**src/sv/saar_pkg.sv**
```systemverilog
`default_nettype none

package saar_pkg;

  localparam int unsigned SAMPLE_BITS_DEF     = 16;
  localparam int unsigned COEFF_FRAC_BITS_DEF = 14;
  localparam int unsigned COEFF_BITS          = 16;
  localparam int unsigned NUM_AXES            = 3;
  localparam int unsigned ROW_BITS            = NUM_AXES * COEFF_BITS;
  localparam int unsigned CFG_IDX_BITS        = 8;
  localparam int unsigned CFG_DATA_BITS       = ROW_BITS;
  localparam int unsigned QUEUE_DEPTH         = 2;

  typedef enum logic [2:0] {
    ORIENT_CW0       = 3'd0,
    ORIENT_CW90      = 3'd1,
    ORIENT_CW180     = 3'd2,
    ORIENT_CW270     = 3'd3,
    ORIENT_FLIP_CW0  = 3'd4,
    ORIENT_FLIP_CW90 = 3'd5,
    ORIENT_FLIP_CW180 = 3'd6,
    ORIENT_FLIP_CW270 = 3'd7
  } orient_e;

  typedef enum logic [CFG_IDX_BITS-1:0] {
    CFG_FINE_EN = 8'd0,
    CFG_X_ROW   = 8'd1,
    CFG_Y_ROW   = 8'd2,
    CFG_Z_ROW   = 8'd3
  } cfg_idx_e;

  typedef struct packed {
    logic                fine_en;
    logic [ROW_BITS-1:0] x_row;
    logic [ROW_BITS-1:0] y_row;
    logic [ROW_BITS-1:0] z_row;
  } align_cfg_t;

endpackage

`default_nettype wire

```
**src/sv/saar_queue.sv**
```systemverilog
`default_nettype none

module saar_queue #(
  parameter int unsigned WIDTH = 51,
  parameter int unsigned DEPTH = saar_pkg::QUEUE_DEPTH
) (
  input  logic             clk_i,
  input  logic             rst_ni,
  input  logic             push_i,
  input  logic [WIDTH-1:0] data_i,
  output logic             full_o,
  input  logic             pop_i,
  output logic             valid_o,
  output logic [WIDTH-1:0] data_o
);
  import saar_pkg::*;

  localparam int unsigned PW = (DEPTH > 1) ? $clog2(DEPTH) : 1;
  localparam int unsigned CW = $clog2(DEPTH + 1);

  logic [WIDTH-1:0] mem_q [DEPTH];
  logic [PW-1:0]    wr_ptr_q, wr_ptr_d;
  logic [PW-1:0]    rd_ptr_q, rd_ptr_d;
  logic [CW-1:0]    count_q, count_d;
  logic             do_push, do_pop;

  assign full_o  = (count_q == CW'(DEPTH));
  assign valid_o = (count_q != '0);
  assign data_o  = mem_q[rd_ptr_q];
  assign do_push = push_i && !full_o;
  assign do_pop  = pop_i && valid_o;

  always_comb begin
    wr_ptr_d = wr_ptr_q;
    rd_ptr_d = rd_ptr_q;
    count_d  = count_q;
    if (do_push) begin
      wr_ptr_d = (wr_ptr_q == PW'(DEPTH - 1)) ? '0 : wr_ptr_q + PW'(1);
    end
    if (do_pop) begin
      rd_ptr_d = (rd_ptr_q == PW'(DEPTH - 1)) ? '0 : rd_ptr_q + PW'(1);
    end
    if (do_push && !do_pop) begin
      count_d = count_q + CW'(1);
    end else if (!do_push && do_pop) begin
      count_d = count_q - CW'(1);
    end
  end

  always_ff @(posedge clk_i or negedge rst_ni) begin
    if (!rst_ni) begin
      wr_ptr_q <= '0;
      rd_ptr_q <= '0;
      count_q  <= '0;
    end else begin
      wr_ptr_q <= wr_ptr_d;
      rd_ptr_q <= rd_ptr_d;
      count_q  <= count_d;
    end
  end

  always_ff @(posedge clk_i) begin
    if (do_push) begin
      mem_q[wr_ptr_q] <= data_i;
    end
  end

  a_count_bound: assert property (@(posedge clk_i) disable iff (!rst_ni)
    count_q <= CW'(DEPTH))
    else $error("queue count above depth");

  a_pop_nonempty: assert property (@(posedge clk_i) disable iff (!rst_ni)
    pop_i |-> valid_o)
    else $error("pop from empty queue");

  a_count_up: assert property (@(posedge clk_i) disable iff (!rst_ni)
    (do_push && !do_pop) |=> (count_q == $past(count_q) + CW'(1)))
    else $error("count did not advance on push");

endmodule

`default_nettype wire

```
**config.mk**
```make
export PLATFORM = sky130hd
export DESIGN_NAME = saar_queue
export DESIGN_NICKNAME = d
export VERILOG_FILES = /design/src/sv/saar_pkg.sv /design/src/sv/saar_queue.sv
export SDC_FILE = /design/constraint.sdc
export NUM_CORES = 1
export LEC_CHECK = 0
export ABC_CLOCK_PERIOD_IN_PS = 5000
export BUFFER_PORTS_ARGS = -buffer_cell sky130_fd_sc_hd__buf_4
export CAP_MARGIN = 10
export CORE_ASPECT_RATIO = 0.75
export CORE_MARGIN = 3
export CORE_UTILIZATION = 39
export CTS_CLUSTER_DIAMETER = 40
export DETAILED_ROUTE_END_ITERATION = 12
export GPL_ROUTABILITY_DRIVEN = 0
export HOLD_SLACK_MARGIN = 0.15
export PLACE_DENSITY_LB_ADDON = 0.3
export SLEW_MARGIN = 10
export SYNTH_ARGS = -nofsm -noshare
export SYNTH_HDL_FRONTEND = slang
export SYNTH_SLANG_ARGS = --single-unit
```
**constraint.sdc**
```tcl
create_clock -name clk_i -period 5 [get_ports clk_i]
set_clock_uncertainty 0.05 [all_clocks]
set_input_delay 0 -clock clk_i [delete_from_list [all_inputs] [get_ports clk_i]]
set_output_delay 0 -clock clk_i [all_outputs]
set_load 0.01 [all_outputs]
```
==> metrics.txt <==
status=completed; most numerous cell in the Yosys netlist=edfxtp_1; Mean Syn Cell Area=23.2 um^2; sequential area share after synthesis=roughly three quarters; crit path DAT=between 2 and 2.5 ns; Synth cell types=15; Routed Antenna Nets=0; port bufs=107; Seq pwr share=43.5%; mean routed wirelength per cell=15.0 um; Overall Global Routing Usage=12.6%; DR WL met3=about 500 um; dominant cell type by area after synthesis=edfxtp_1; Core Area=0.00997 mm^2; combinational share of power=32.3%; Final Hold Violating Endpoints=0; Main synth FF type=edfxtp_1; GR Overflow Total=0; clk slew on worst S/H paths=roughly 0.060 ns; Slew HR=approximately a third; Pwr Total=roughly 3.2 mW; die height=~95 um; period utilization=between 40 and 50%; setup violators final=0; PnR worst setup slack=2.94 ns; async set-reset flop share out of synthesis=3.77%; Die X=125 um; Hold WS=roughly 0.34 ns; layout cell share with drive strength beyond 1=50.6%; fin util=59.2%; die area=0.0119 mm^2; Synth Net Count=around 230; Sequential Area=0.00317 mm^2; Placed Cells=413; post-route minimum period=2.06 ns; CTS Buf Count=9; post-route setup TNS=0 ns; Hold Path Depth=2; initial drt markers=around 140; Synth Register Bits=106; layout net count=around 400; final instance area=about 0.0059 mm^2; Rows=31; CP max FO=52; Critical Path RT=4.95 ns; top post-synthesis cells by area=edfxtp_1, mux2_4, buf_12, dfrtp_1, xnor2_1; Synth top cells by count=edfxtp_1, mux2_4, buf_12, dfrtp_1, xnor2_1; type of origin of the critical path=register; Max Fclk=0.485 GHz; clock buffer depth=2; Place WS=3.19 ns; critical path class=reg -> out; area occupied by multi-input gates=857 um^2; metal1 wirelength=3250 um; switching part of the total=26.7%; peak supply drop=0.380 mV; Initial Util=just over 40%; DR vias/cell=4.48; Mapped Cells=178; number of flops mapped to enable cells by yosys=102; initial antenna violation count=0; fill count=a little over 700; vias in the first global route=2323; Pre-antenna DRT Iters=4; Routed WL=7280 um; RSZ-0062 raised after global routing=no; DP Wirelength=roughly 4400 um; Internal=between 2 and 2.5 mW; Clock power frac=24.2%; placed cell area=0.00501 mm^2; H-tree levels=3; final slew viol count=0; Clock Latency Late Sink=0.33 ns; R2R cell count=4; first-pass GRT wire length=roughly 11000 um; fin cells=484; Syn. warnings=0; Psw=roughly 0.85 mW; metal2 WL=3480 um; CTS Sinks=approximately 110; CTS root buffer=clkbuf_16; DRC errors left=0; I/O Pins=roughly 110; Pwr per Cell Area=~540 mW/mm^2; top layer reached by signal wires=met4; CTS tree=done; Vias=around 2200; Worst setup EP type=output pin; Antenna diodes=0; Post-Syn Area=just over 0.004 mm^2; Area Overhead vs Synth=42.8%; Hold Crit Class=in -> reg; post-synth top area share=~74%; leakage=2.38 nW; # Max-Cap Violations=0; largest net degree at the start of global routing=between 50 and 60; Slew @ Worst Pin=slightly below 1 ns
-- worst paths after layout --
| kind | end | start | slack [ns] |
|---|---|---|---|
| hold reg to reg | count_q[1]$_DFFE_PN0P_ | count_q[1]$_DFFE_PN0P_ | 0.45 |
| min in group asynchronous | rd_ptr_q$_DFFE_PN0P_ | rst_ni | 0.51 |
| setup reg to reg | mem_q[0][37]$_DFFE_PP_ | count_q[0]$_DFFE_PN0P_ | 3.21 |
| hold / removal | mem_q[1][35]$_DFFE_PP_ | data_i[35] | 0.34 |
| setup / recovery | data_o[34] | rd_ptr_q$_DFFE_PN0P_ | 2.94 |
| max in group asynchronous | rd_ptr_q$_DFFE_PN0P_ | rst_ni | 4.20 |
-- area by class of cell --
class	count	share of cell area [%]
Sequential cell	106	53.7
Timing Repair Buffer	164	23.2
Multi-Input combinational cell	64	14.5
Clock buffer	10	3.88
Tap cell	132	2.80
Clock inverter	6	1.78
Inverter	2	0.127
-- power groups by stage --
stage,logic [mW],clock network [mW],registers (mW)
after floorplan,0.767,0,1.29
after global placement,0.999,0,1.40
after detailed placement,1.01,0,1.41
after CTS,1.05,0.793,1.39
after global routing,1.10,0.828,1.42
final,1.03,0.772,1.39
-- critical path, stage by stage, from the launching register on --
cell and delay [ns]:
dfrtp_4 1.07, mux2_2 0.42, buf_4 0.15
-- layer usage --
layer,track usage (%),vias to the layer above
met3,5.15,3
met4,3.52,0
met5,0,-
met1,15.4,1059
li1,-,1026
met2,20.9,78
-- registers in the layout, summed over array words and instances, names as in the netlist --
| register | count |
|---|---|
| mem_q | 102 |
| count_q | 2 |
| rd_ptr_q | 1 |
| wr_ptr_q | 1 |
-- layout by cell type, fill, tap and decap left out, drive strengths merged, types with 2 or more instances in the layout --
| cell | netlist | final |
|---|---|---|
| xor2 | 2 | 2 |
| clkbuf | 0 | 10 |
| nand2 | 2 | 2 |
| inv | 2 | 2 |
| clkinv | 0 | 3 |
| dlygate4sd3 | 0 | 55 |
| edfxtp | 102 | 102 |
| dfrtp | 4 | 4 |
| mux2 | 51 | 51 |
| bufinv | 0 | 3 |
| xnor2 | 3 | 3 |
| buf | 6 | 109 |
| nor2 | 2 | 2 |
-- kinds of logic after synthesis --
kind of cell / after synthesis / share of synthesized area (%)
flops: 106 / 76.6
mux: 51 / 18.4
buf+inv: 8 / 2.88
simple gates: 7 / 0.818
xor+xnor: 5 / 1.06
fa+ha+maj: 1 / 0.303
-- timing repair --
item,CTS,global route
hold buffers,55,0
gates resized for setup,0,0
endpoints found under the hold margin,109,0
setup buffers,0,0
No activity file was read; power rests on OpenSTA's default activity.
