===== src/sv/saar_pkg.sv =====
`default_nettype none

package saar_pkg;

  localparam int unsigned SAMPLE_BITS_DEF     = 16;
  localparam int unsigned COEFF_FRAC_BITS_DEF = 14;
  localparam int unsigned COEFF_BITS          = 16;
  localparam int unsigned NUM_AXES            = 3;
  localparam int unsigned ROW_BITS            = NUM_AXES * COEFF_BITS;
  localparam int unsigned CFG_IDX_BITS        = 8;
  localparam int unsigned CFG_DATA_BITS       = ROW_BITS;
  localparam int unsigned QUEUE_DEPTH         = 2;

  typedef enum logic [2:0] {
    ORIENT_CW0       = 3'd0,
    ORIENT_CW90      = 3'd1,
    ORIENT_CW180     = 3'd2,
    ORIENT_CW270     = 3'd3,
    ORIENT_FLIP_CW0  = 3'd4,
    ORIENT_FLIP_CW90 = 3'd5,
    ORIENT_FLIP_CW180 = 3'd6,
    ORIENT_FLIP_CW270 = 3'd7
  } orient_e;

  typedef enum logic [CFG_IDX_BITS-1:0] {
    CFG_FINE_EN = 8'd0,
    CFG_X_ROW   = 8'd1,
    CFG_Y_ROW   = 8'd2,
    CFG_Z_ROW   = 8'd3
  } cfg_idx_e;

  typedef struct packed {
    logic                fine_en;
    logic [ROW_BITS-1:0] x_row;
    logic [ROW_BITS-1:0] y_row;
    logic [ROW_BITS-1:0] z_row;
  } align_cfg_t;

endpackage

`default_nettype wire


===== src/sv/saar_front.sv =====
`default_nettype none

module saar_front #(
  parameter int unsigned SAMPLE_BITS = saar_pkg::SAMPLE_BITS_DEF
) (
  input  logic                                 in_valid_i,
  output logic                                 in_ready_o,
  input  saar_pkg::orient_e                    orientation_i,
  input  logic signed [SAMPLE_BITS-1:0]        in_x_i,
  input  logic signed [SAMPLE_BITS-1:0]        in_y_i,
  input  logic signed [SAMPLE_BITS-1:0]        in_z_i,
  input  logic                                 full_i,
  output logic                                 push_o,
  output logic [3*(SAMPLE_BITS+1)-1:0]         vec_o
);
  import saar_pkg::*;

  localparam int unsigned RW = SAMPLE_BITS + 1;

  logic signed [RW-1:0] px, py, pz;
  logic signed [RW-1:0] nx, ny, nz;
  logic signed [RW-1:0] rx, ry, rz;

  assign px = RW'(in_x_i);
  assign py = RW'(in_y_i);
  assign pz = RW'(in_z_i);
  assign nx = -px;
  assign ny = -py;
  assign nz = -pz;

  always_comb begin
    unique case (orientation_i)
      ORIENT_CW90: begin
        rx = py; ry = nx; rz = pz;
      end
      ORIENT_CW180: begin
        rx = nx; ry = ny; rz = pz;
      end
      ORIENT_CW270: begin
        rx = ny; ry = px; rz = pz;
      end
      ORIENT_FLIP_CW0: begin
        rx = nx; ry = py; rz = nz;
      end
      ORIENT_FLIP_CW90: begin
        rx = py; ry = px; rz = nz;
      end
      ORIENT_FLIP_CW180: begin
        rx = px; ry = ny; rz = nz;
      end
      ORIENT_FLIP_CW270: begin
        rx = ny; ry = nx; rz = nz;
      end
      default: begin
        rx = px; ry = py; rz = pz;
      end
    endcase
  end

  assign in_ready_o = !full_i;
  assign push_o     = in_valid_i && !full_i;
  assign vec_o      = {rz, ry, rx};

endmodule

`default_nettype wire


===== config.mk =====
export PLATFORM = sky130hd
export DESIGN_NAME = saar_front
export DESIGN_NICKNAME = d
export VERILOG_FILES = /design/src/sv/saar_pkg.sv /design/src/sv/saar_front.sv
export SDC_FILE = /design/constraint.sdc
export NUM_CORES = 1
export LEC_CHECK = 0
export ABC_AREA = 1
export BUFFER_PORTS_ARGS = -buffer_cell sky130_fd_sc_hd__buf_2
export CAP_MARGIN = 20
export CORE_MARGIN = 2
export CORE_UTILIZATION = 45
export DETAILED_ROUTE_END_ITERATION = 8
export PLACE_DENSITY = 0.83
export RECOVER_POWER = 50
export SYNTH_ARGS = -nofsm -noshare
export SYNTH_HDL_FRONTEND = slang
export SYNTH_SLANG_ARGS = --single-unit

===== constraint.sdc =====
create_clock -name vclk -period 1.8
set_clock_uncertainty 0.2 [all_clocks]
set_input_delay 0.27 -clock vclk [all_inputs]
set_output_delay 0.27 -clock vclk [all_outputs]
set_load 0.1 [all_outputs]

==> results.toml, run 1 <==
[floorplanning]
initial_core_util = 0.466
rows = 24
die_h_um = 71.1
die_x_um = 71.1
io_pins = 106

[outcome]
status = "stopped before the end"
stop_error = "[ERROR DPL-0038] Utilization greater than 100%, impossible to legalize"
failed_stage = "detailed placement (3_5_place_dp)"

[placement]
globalplace.congestion = 0.987
numPortBuffers = 106

[logic_synthesis]
syn_nets = 490
yosys.cell_types.count = 25
synthTopCellsByArea = "nand2_1 (29%), nand3_1 (17%), inv_1 (11%)"
yosysTopAreaCellShare = 0.285
synth_warnings = 0
synthCells = 434
syn-cell-area_sq_mm = 0.00203
yosys.area.top_type = "nand2_1"
yosysSeqAreaShare = 0
avgSynthCellArea_sq_um = 4.67
synth_stat cells:
master / n
a21oi_1: 1
a2bb2oi_1: 1
buf_1: 1
buf_2: 8
buf_4: 3
ha_1: 3
inv_1: 57
inv_2: 2
nand2_1: 154
nand2_2: 1
nand3_1: 68
nand3b_1: 4
nand4_1: 30
nor2_1: 54
nor2_2: 2
nor2_4: 2
nor3_1: 4
nor4_1: 1
o2111ai_1: 4
o211ai_1: 1
o21ai_0: 12
o22ai_1: 1
or2_2: 1
xnor2_1: 2
xor2_1: 17
stage by stage:
step	worst slack, ns	instance area, sq um	hold WS (ns)	setup TNS [ns]
2_1_floorplan	-0.839	2550	0.516	-15.96
3_3_place_gp	-0.246	4530	0.730	-5.85
cells by family after synthesis:
| logic type | Yosys count | share of synthesized area |
|---|---|---|
| adders and majority gates | 3 | 0.0185 |
| and+or+nand+nor | 321 | 0.697 |
| AOI/OAI and AO/OA | 20 | 0.0605 |
| xor gates and xnor gates | 19 | 0.0821 |
| buffers and inverters | 71 | 0.142 |
==> run 2, diff against run 1 <==
--- a/config.mk
+++ b/config.mk
@@ -9,9 +9,9 @@
 export BUFFER_PORTS_ARGS = -buffer_cell sky130_fd_sc_hd__buf_2
 export CAP_MARGIN = 20
 export CORE_MARGIN = 2
-export CORE_UTILIZATION = 45
+export CORE_UTILIZATION = 30
 export DETAILED_ROUTE_END_ITERATION = 8
-export PLACE_DENSITY = 0.83
+export PLACE_DENSITY_LB_ADDON = 0.15
 export RECOVER_POWER = 50
 export SYNTH_ARGS = -nofsm -noshare
 export SYNTH_HDL_FRONTEND = slang
==> run 2 against run 1 <==
Effect of this change: the flow now finishes, with violations (negative setup slack); synthesized cell count unchanged; area after synthesis is the same.
==> results.toml, run 2 <==
[placement]
postPlaceCellArea_sq_mm = 0.00450
pre_cts_ws_ns = -0.281
numPortBuffers = 106
hpwl_um = 7520
globalplace.congestion = 0.962
placed_cells = 688

[sta]
worst_slew_pin_slew_ns = 0.552
timing.final.ws_setup_ns = -0.334
maxSlewHeadroom = 0.633
post-route-period-util = 1.19
rsz0062_at_grt = "yes"
fmax_ghz = 0.469
hold_viol_final = 0
period_needed_ns = 2.13
setup_viol = 43
drv_slew = 0
fin_hold_ws_ns = 0.746

[detailed_routing]
via_per_inst = 5.67
totalWireLength_um = 12300
drt_iter0_drc = 372
wl_per_cell_um = 17.5
vias = 3999
drc = 0
antenna_left = 0
drt-pass1-iter-count = 6

[cells_and_area]
final_util = 0.845
seq_cells = 0
layout_commonest_cell = "nand2_1"
area_growth_pct = 169
fillCellCount = 347
nNetsFinal = 686
clock_buffers = 0
layout_common_cells = "nand2_1 (115), buf_4 (77), buf_12 (52)"
layoutNonFillerInstCount = 705
fin_area_sq_mm = 0.00546
layout-drive-gt1-share = 0.592
register_area_sq_um = 0
antennaDiodeCount = 0

[worst_setup_path]
startpoint_type = "input pin"
critical_path.top_delay_family = "simple AND/OR/NAND/NOR gates"
cp_data_required_time_ns = 1.33
end_kind = "primary output"
path_cells = "buf_2 > nor2_2 > nand2_1 > o21ai_0 > nand3_2 > nand4_1 > buf_12"
criticalPathCategory = "input pin to primary output"
cp_max_fo = 6
cpPeakStageDelay_ns = 0.42
cp.arrival_ns = 1.66
slowest_stage = "o21ai_0"
critical_path_buf_inv_count = 2

[logic_synthesis]
avgSynthCellArea_sq_um = 4.67
syn_nets = 490
yosysSeqAreaShare = 0
synth_warnings = 0
synth_common_cells = "nand2_1 (154), nand3_1 (68), inv_1 (57), nor2_1 (54), nand4_1 (30)"
yosysTopAreaCellShare = 0.285
yosys.area.top_type = "nand2_1"
synthTopCellsByArea = "nand2_1 (29%), nand3_1 (17%), inv_1 (11%)"
syn-cell-area_sq_mm = 0.00203
synthCells = 434
yosys.cell_types.count = 25
synth.most_common_cell = "nand2_1"

[min_path]
min_to = "vec_o[45]"
hold_path.class = "input pin to primary output"
worstHoldStart = "in_z_i[11]"
holdPathStages = 4

[floorplanning]
die_area_sq_mm = 0.00743
rows = 29
coreArea_sq_mm = 0.00646
initial_core_util = 0.314
die_h_um = 86.2
io_pins = 106
die_x_um = 86.2

[global_route]
grtUsageMet3 = 0.0257
busiest_layer = "met2"
antenna_found_initial = 0
grt_pass1_vias = 3763
grt_pass1_wl_um = 17400
use_met1 = 0.359
grt_util_all_layers = 0.281
grt_max_degree = 19
use_met2 = 0.512
overflow = 0

[pwr]
power.density_mw_per_mm2 = 466
ir_worst_vdd_mv = 0.385
p_leak_uw = 0.00240

[outcome]
status = "finished with violations"
violations = "negative setup slack"

[clock_tree]
cts_hold_buffers = 0

[run]
cap_viol_max_count = 0
[run 2: kinds of logic (layout without fill, tap and decap cells)]
| group | Yosys count | in the layout | synth area share |
|---|---|---|---|
| AND/OR/NAND/NOR | 321 | 321 | 0.697 |
| adder cells (fa/ha/maj) | 3 | 3 | 0.0185 |
| XOR/XNOR | 19 | 19 | 0.0821 |
| AO/OA/AOI/OAI | 20 | 20 | 0.0605 |
| buffers and inverters | 71 | 265 | 0.142 |
[run 2: worst max-delay path by stage]
stage,from,end,slack (ns),cells past startpoint
floorplan,orientation_i[2],vec_o[19],-0.84,6
global placement,in_x_i[0],vec_o[16],-0.25,9
detailed placement,in_y_i[0],vec_o[16],-0.28,9
CTS,in_x_i[1],vec_o[16],-0.21,9
global route,in_x_i[6],vec_o[7],-0.36,7
finish,in_x_i[6],vec_o[7],-0.33,7
[run 2: power breakdown]
part / total, uW / internal (uW) / switching, uW
sequential: 0 / 0 / 0
clock: 0 / 0 / 0
combinational: 2550 / 931 / 1610
[run 2: per-layer routing]
metal  share of wire  wire length, um
met1            0.35             4360
met2            0.52             6360
met3           0.089             1100
met4           0.042              522
met5               0                0
[run 2: timing repair]
action / CTS / global route
gates cloned: 1 / 2
endpoints found under the setup margin: 44 / 44
pin swaps: 68 / 58
gates resized for setup: 120 / 91
setup buffers: 12 / 4
[run 2: cell type report]
cell class / instances / area (sq um) / area share
inverter: 59 / 304 / 0.0557
multi-input combinational: 363 / 2730 / 0.500
tap: 77 / 96.3 / 0.0177
timing repair buffer: 206 / 2330 / 0.427
[run 2: metrics by stage]
stage	power (uW)	TNS, ns
4_1_cts	2430	-3.54
6_report	2550	-5.78
5_1_grt	2620	-8.41
3_3_place_gp	2270	-6.62
3_5_place_dp	2290	-7.38
2_1_floorplan	1380	-15.96
No activity file was read; power rests on OpenSTA's default activity.
